===== src/rtl/ssdc_pkg.sv =====
// ssdc_pkg: shared constants, codes and controller/datapath structs for the
// sorted store delete-compact unit; no dependencies
package ssdc_pkg;

    localparam int unsigned PAGE_ENTRIES = 1024;
    localparam int unsigned PAGE_COUNT   = 16;
    localparam int unsigned DEPTH        = PAGE_ENTRIES * PAGE_COUNT;
    localparam int unsigned ADDR_W       = $clog2(DEPTH);
    localparam int unsigned CNT_W        = $clog2(DEPTH + 1);

    localparam int unsigned DATA_W = 32;
    localparam int unsigned CMD_W  = 2;
    localparam int unsigned STAT_W = 2;
    localparam int unsigned IDX_W  = 14;

    localparam int unsigned S_TDATA_W = ((DATA_W + IDX_W + 7) / 8) * 8;
    localparam int unsigned M_TDATA_W = ((STAT_W + DATA_W + 2 * CNT_W + 7) / 8) * 8;

    localparam logic [CNT_W-1:0]         DEPTH_CNT = CNT_W'(DEPTH);
    localparam logic signed [DATA_W-1:0] FILLER    = {1'b1, {(DATA_W-1){1'b0}}};

    typedef enum logic [CMD_W-1:0] {
        CMD_APPEND = 2'd0,
        CMD_DELETE = 2'd1,
        CMD_READ   = 2'd2
    } t_cmd;

    typedef enum logic [STAT_W-1:0] {
        ST_OK    = 2'd0,
        ST_FULL  = 2'd1,
        ST_RANGE = 2'd2,
        ST_ORDER = 2'd3
    } t_status;

    // controller -> datapath
    typedef struct packed {
        logic load;        // latch a new item, preset the result
        logic append;      // check and store the append value
        logic scan;        // one step of the delete scan
        logic scan_end;    // close the delete, update length
        logic read_issue;  // check index, start the store read
        logic read_take;   // capture the read data
        logic out_load;    // move the result into the output register
    } t_dp_cmd;

    // datapath -> controller
    typedef struct packed {
        logic scan_done;
        logic out_free;
    } t_dp_stat;

endpackage


===== src/rtl/ssdc_ctrl.sv =====
// ssdc_ctrl: command sequencer for the sorted store unit
// depends on ssdc_pkg
module ssdc_ctrl
    import ssdc_pkg::*;
(
    input  logic             i_clk,
    input  logic             i_rst_n,
    input  logic             i_in_valid,
    input  logic [CMD_W-1:0] i_in_cmd,
    output logic             o_in_ready,
    input  t_dp_stat         i_stat,
    output t_dp_cmd          o_cmd
);

    typedef enum logic [2:0] {
        S_IDLE,
        S_APPEND,
        S_SCAN,
        S_READ,
        S_RWAIT,
        S_FIN
    } t_state;

    t_state  r_state;
    t_state  n_state;
    t_dp_cmd n_cmd;

    always_comb begin
        n_state = r_state;
        n_cmd   = '0;
        unique case (r_state)
            S_IDLE: begin
                if (i_in_valid) begin
                    n_cmd.load = 1'b1;
                    unique case (t_cmd'(i_in_cmd))
                        CMD_APPEND: n_state = S_APPEND;
                        CMD_DELETE: n_state = S_SCAN;
                        CMD_READ:   n_state = S_READ;
                        default:    n_state = S_FIN;
                    endcase
                end
            end
            S_APPEND: begin
                n_cmd.append = 1'b1;
                n_state      = S_FIN;
            end
            S_SCAN: begin
                n_cmd.scan = 1'b1;
                if (i_stat.scan_done) begin
                    n_cmd.scan_end = 1'b1;
                    n_state        = S_FIN;
                end
            end
            S_READ: begin
                n_cmd.read_issue = 1'b1;
                n_state          = S_RWAIT;
            end
            S_RWAIT: begin
                n_cmd.read_take = 1'b1;
                n_state         = S_FIN;
            end
            S_FIN: begin
                if (i_stat.out_free) begin
                    n_cmd.out_load = 1'b1;
                    n_state        = S_IDLE;
                end
            end
            default: n_state = S_IDLE;
        endcase
    end

    always_ff @(posedge i_clk) begin
        if (!i_rst_n) begin
            r_state <= S_IDLE;
        end else begin
            r_state <= n_state;
        end
    end

    assign o_in_ready = (r_state == S_IDLE);
    assign o_cmd      = n_cmd;

endmodule


===== config.mk =====
export PLATFORM = sky130hd
export DESIGN_NAME = ssdc_ctrl
export DESIGN_NICKNAME = d
export VERILOG_FILES = /design/src/rtl/ssdc_pkg.sv /design/src/rtl/ssdc_ctrl.sv
export SDC_FILE = /design/constraint.sdc
export NUM_CORES = 1
export LEC_CHECK = 0
export BUFFER_PORTS_ARGS = -buffer_cell sky130_fd_sc_hd__buf_2
export CAP_MARGIN = 15
export CORE_AREA = 8 8 45 47
export CTS_BUF_LIST = sky130_fd_sc_hd__clkbuf_16
export CTS_CLUSTER_SIZE = 40
export DETAILED_ROUTE_END_ITERATION = 8
export DIE_AREA = 0 0 53 55
export PLACE_DENSITY = 0.55
export SETUP_SLACK_MARGIN = 0.1
export SLEW_MARGIN = 20
export SYNTH_ARGS = -nofsm -noshare
export SYNTH_HDL_FRONTEND = slang
export SYNTH_SLANG_ARGS = --single-unit

===== constraint.sdc =====
create_clock -name i_clk -period 3.3 [get_ports i_clk]
set_input_delay 0.495 -clock i_clk [delete_from_list [all_inputs] [get_ports i_clk]]
set_output_delay 0.495 -clock i_clk [all_outputs]
set_load 0.1 [all_outputs]

### Yosys cells after proc, flatten, opt, wreduce, memory -nomap -nowiden

Cells that the tools add are included.
W data, S select, Z words.

| storage, ports and cells | value |
|---|---|
| register bits | 3 |
| latch bits | 0 |
| memory bits (writable) | 0 |
| ROM bits | 0 |
| input bits | 7 |
| output and inout port bits | 8 |
| memories | 0 |

| cells by class | value |
|---|---|
| $add $sub $neg | 0 |
| multipliers | 0 |
| divide/modulo/power cells | 0 |
| magnitude comparators | 0 |
| eq/ne operators | 10 |
| shift-type cells | 0 |
| multiplexer cells | 14 |
| bitwise logic cells | 0 |
| reduce and logical (&&, ||, !) cells | 4 |

Operators with widths:

| cell | number |
|---|---|
| $pmux W3 S5 | 1 |
| $mux W3 | 3 |
| $pmux W3 S3 | 1 |
| $mux W1 | 8 |
| $eq A3 B2 Y1 const B | 2 |
| $eq A3 B3 Y1 const B | 2 |
| $ne A2 B2 Y1 const B | 3 |
| $eq A3 B1 Y1 const B | 1 |
| $logic_not A3 Y1 | 1 |
| $reduce_and A3 Y1 | 1 |
| $eq A2 B1 Y1 const B | 1 |
| $eq A2 B2 Y1 const B | 1 |
| $logic_not A2 Y1 | 1 |
| $mux W2 | 1 |
| $reduce_or A2 Y1 | 1 |

### Depth between registers and ports, before layout

| logic depth | value |
|---|---|
| word-level depth | 4 |
| mapped depth | 4 |
| gate-level depth less buffers | 4 |

### Worst setup path before layout

Ideal clock, no wire load.

| path | value |
|---|---|
| path type | flip-flop to output port |
| from | register r_state[0] |
| to | output o_cmd[5] (netlist name) |
| arrival | 2712 ps |
| required time | 2805 ps |
| setup slack | 93 ps |
| stages on the path, launching flop included | 3 |
| path through | dfxtp_1 -> buf_2 -> nor3b_1 |

RTL lines:

| element | RTL line | RTL |
|---|---|---|
| start, declared | ssdc_ctrl.sv:24 | `t_state r_state;` |
| start signal, assigned | ssdc_ctrl.sv:76 | `r_state <= n_state;` |
| end, declared | ssdc_ctrl.sv:12 | `output t_dp_cmd o_cmd` |

==> results.cfg <==
[global_routing]
grt-ovfl-total = 0
grt_pass1_vias = 285
grt_pass1_wl_um = 1145
grt_util_all_layers = 0.05459
grt_max_degree = 14
grt_antenna_before_repair = 0

[clocking]
tritoncts = done
cts_repair_resize_count = 0
clkTransAtPathRegs_ns = 0.03
htreeDepth = 1
insertion_delay_ns = 0.22
cts_root_buf = clkbuf_16
cts_setup_buffers = 0
numCtsBuffers = 3
clock-sinks = 3
ctsHoldBuffers = 0
clockBufferDepth = 2

[yosys]
netlist_top_cells_area = dfxtp_1 (20%), ha_1 (8.3%), buf_6 (7.5%)
ys_seq_elements = 3
synth.net_count = 42
synth_top_area_cell = dfxtp_1
netlist_area_sq_um = 300.3
avgSynthCellArea_sq_um = 9.100
ys_warn_count = 0
yosysSeqAreaShare = 0.2000
netlist_instances = 33
yosysUniqueCellTypes = 24
yosysTopAreaCellShare = 0.2000

[sta]
slew_violations = 0
grt_setup_unrepaired = false
period_share = 0.6111
tightest_slew_ns = 0.4895
setup_viol = 0
fmax_mhz = 495.9
hold_viol = 0
clock_skew_ns = 0.003037
finalSetupTns_ns = 0
fin_crit_ns = 2.016
slew_headroom = 0.6759

[floorplanning]
die-area_sq_um = 2915
core_area_sq_um = 1384
io-pin-count = 15
die_y_um = 55
rows = 14
start_util = 0.2170
die_x_um = 53

[placement]
dpl.hpwl_um = 570.7
port_buffers = 14
gp_congestion = 0.7366

[outcome]
run_status = completed

[drt]
wl_um = 731
ant_nets = 0
viasPerCell = 4.578
first_pass_iters = 4
drt_iter0_drc = 1
post-route-drc-count = 0
vias = 293
wl_per_cell_um = 11.42

[run]
cap_violations = 0

[critical_path]
end_kind = output pin
crit_type = reg -> out
critPathArrivalTime_ns = 1.52
required_ns = 2.80
crit_path_start_kind = register
worstPathMaxFanout = 10

[worst_hold_path]
min_path_type = in -> reg

[final_layout]
largest_reg_flops = 3
final_util = 0.3228
layout_common_cells = buf_2 (14), inv_1 (3), nand2_1 (3), clkbuf_16 (3), dfxtp_1 (3)
final_common_cell = buf_2
area_growth_pct = 48.75
drive_above_1_share = 0.5000
antenna_cells = 0
top_regs = r_state x3
nets = 58
top_register = r_state
## kinds of logic (layout without fill, tap and decap cells)
kind of cell,after synthesis,in the layout,synth area share
AOI/OAI and AO/OA,5,5,0.1583
adders and majority gates,2,2,0.08332
buffers and inverters,5,20,0.1167
DFF,3,3,0.2000
muxes,1,1,0.03333
and+or+nand+nor,17,17,0.4084
## metrics by stage
step / std cells / setup slack (ns) / cell area (sq um) / hold WS [ns]
after floorplan: 33 / 0.1357 / 305.3 / 0.6208
after global placement: 60 / 1.489 / 367.9 / 0.7489
after detailed placement: 60 / 1.498 / 367.9 / 0.7501
after CTS: 64 / 1.250 / 446.7 / 0.5274
after global routing: 64 / 1.172 / 446.7 / 0.5419
final: 64 / 1.284 / 446.7 / 0.5259
## worst max-delay path: stages (launching register included)
cell and delay, ns:
dfxtp_1 0.37, nor3_2 0.32, and2_2 0.19, buf_2 0.41
## final timing paths
kind              slack [ns]  depth (start not counted)  startpoint          to
setup / recovery        1.28                          3  r_state[2]    o_cmd[6]
hold / removal          0.53                          2     i_rst_n  r_state[0]
setup reg to reg        1.92                          3  r_state[1]  r_state[1]
hold reg to reg         0.81                          3  r_state[2]  r_state[1]
## layout make-up
cell class              instances  area (sq um)
repair buffers                 14         70.07
multi-input cells              25         210.2
inverters                       2         7.507
flip-flops and latches          3         60.06
well taps                      16         20.02
fillers                       151         937.1
clock inverters                 1         3.754
clock buffers                   3         75.07
## synth_stat cells (all sizes together)
| cell type | number |
|---|---|
| and2 | 2 |
| a32o | 1 |
| dfxtp | 3 |
| nand2b | 1 |
| nor4 | 1 |
| o21ai | 1 |
| and3 | 2 |
| and3b | 1 |
| ha | 2 |
| a2111oi | 1 |
| buf | 3 |
| nor3 | 1 |
| a21oi | 1 |
| and4bb | 1 |
| or4 | 1 |
| mux2i | 1 |
| nand2 | 3 |
| a221oi | 1 |
| and4b | 1 |
| nor3b | 2 |
| inv | 2 |
| nor2 | 1 |
## per-layer routing
metal  share of wire  global-route usage  up-vias
met5               0                   0        -
met4               0             0.01293        0
met3           0.094             0.04813        0
met2            0.44             0.08203       13
met1            0.47             0.05606      128
li1                -                   -      152
Power is not shown: default switching activity piles up to over one toggle a cycle in this logic, so the estimate is an artifact.
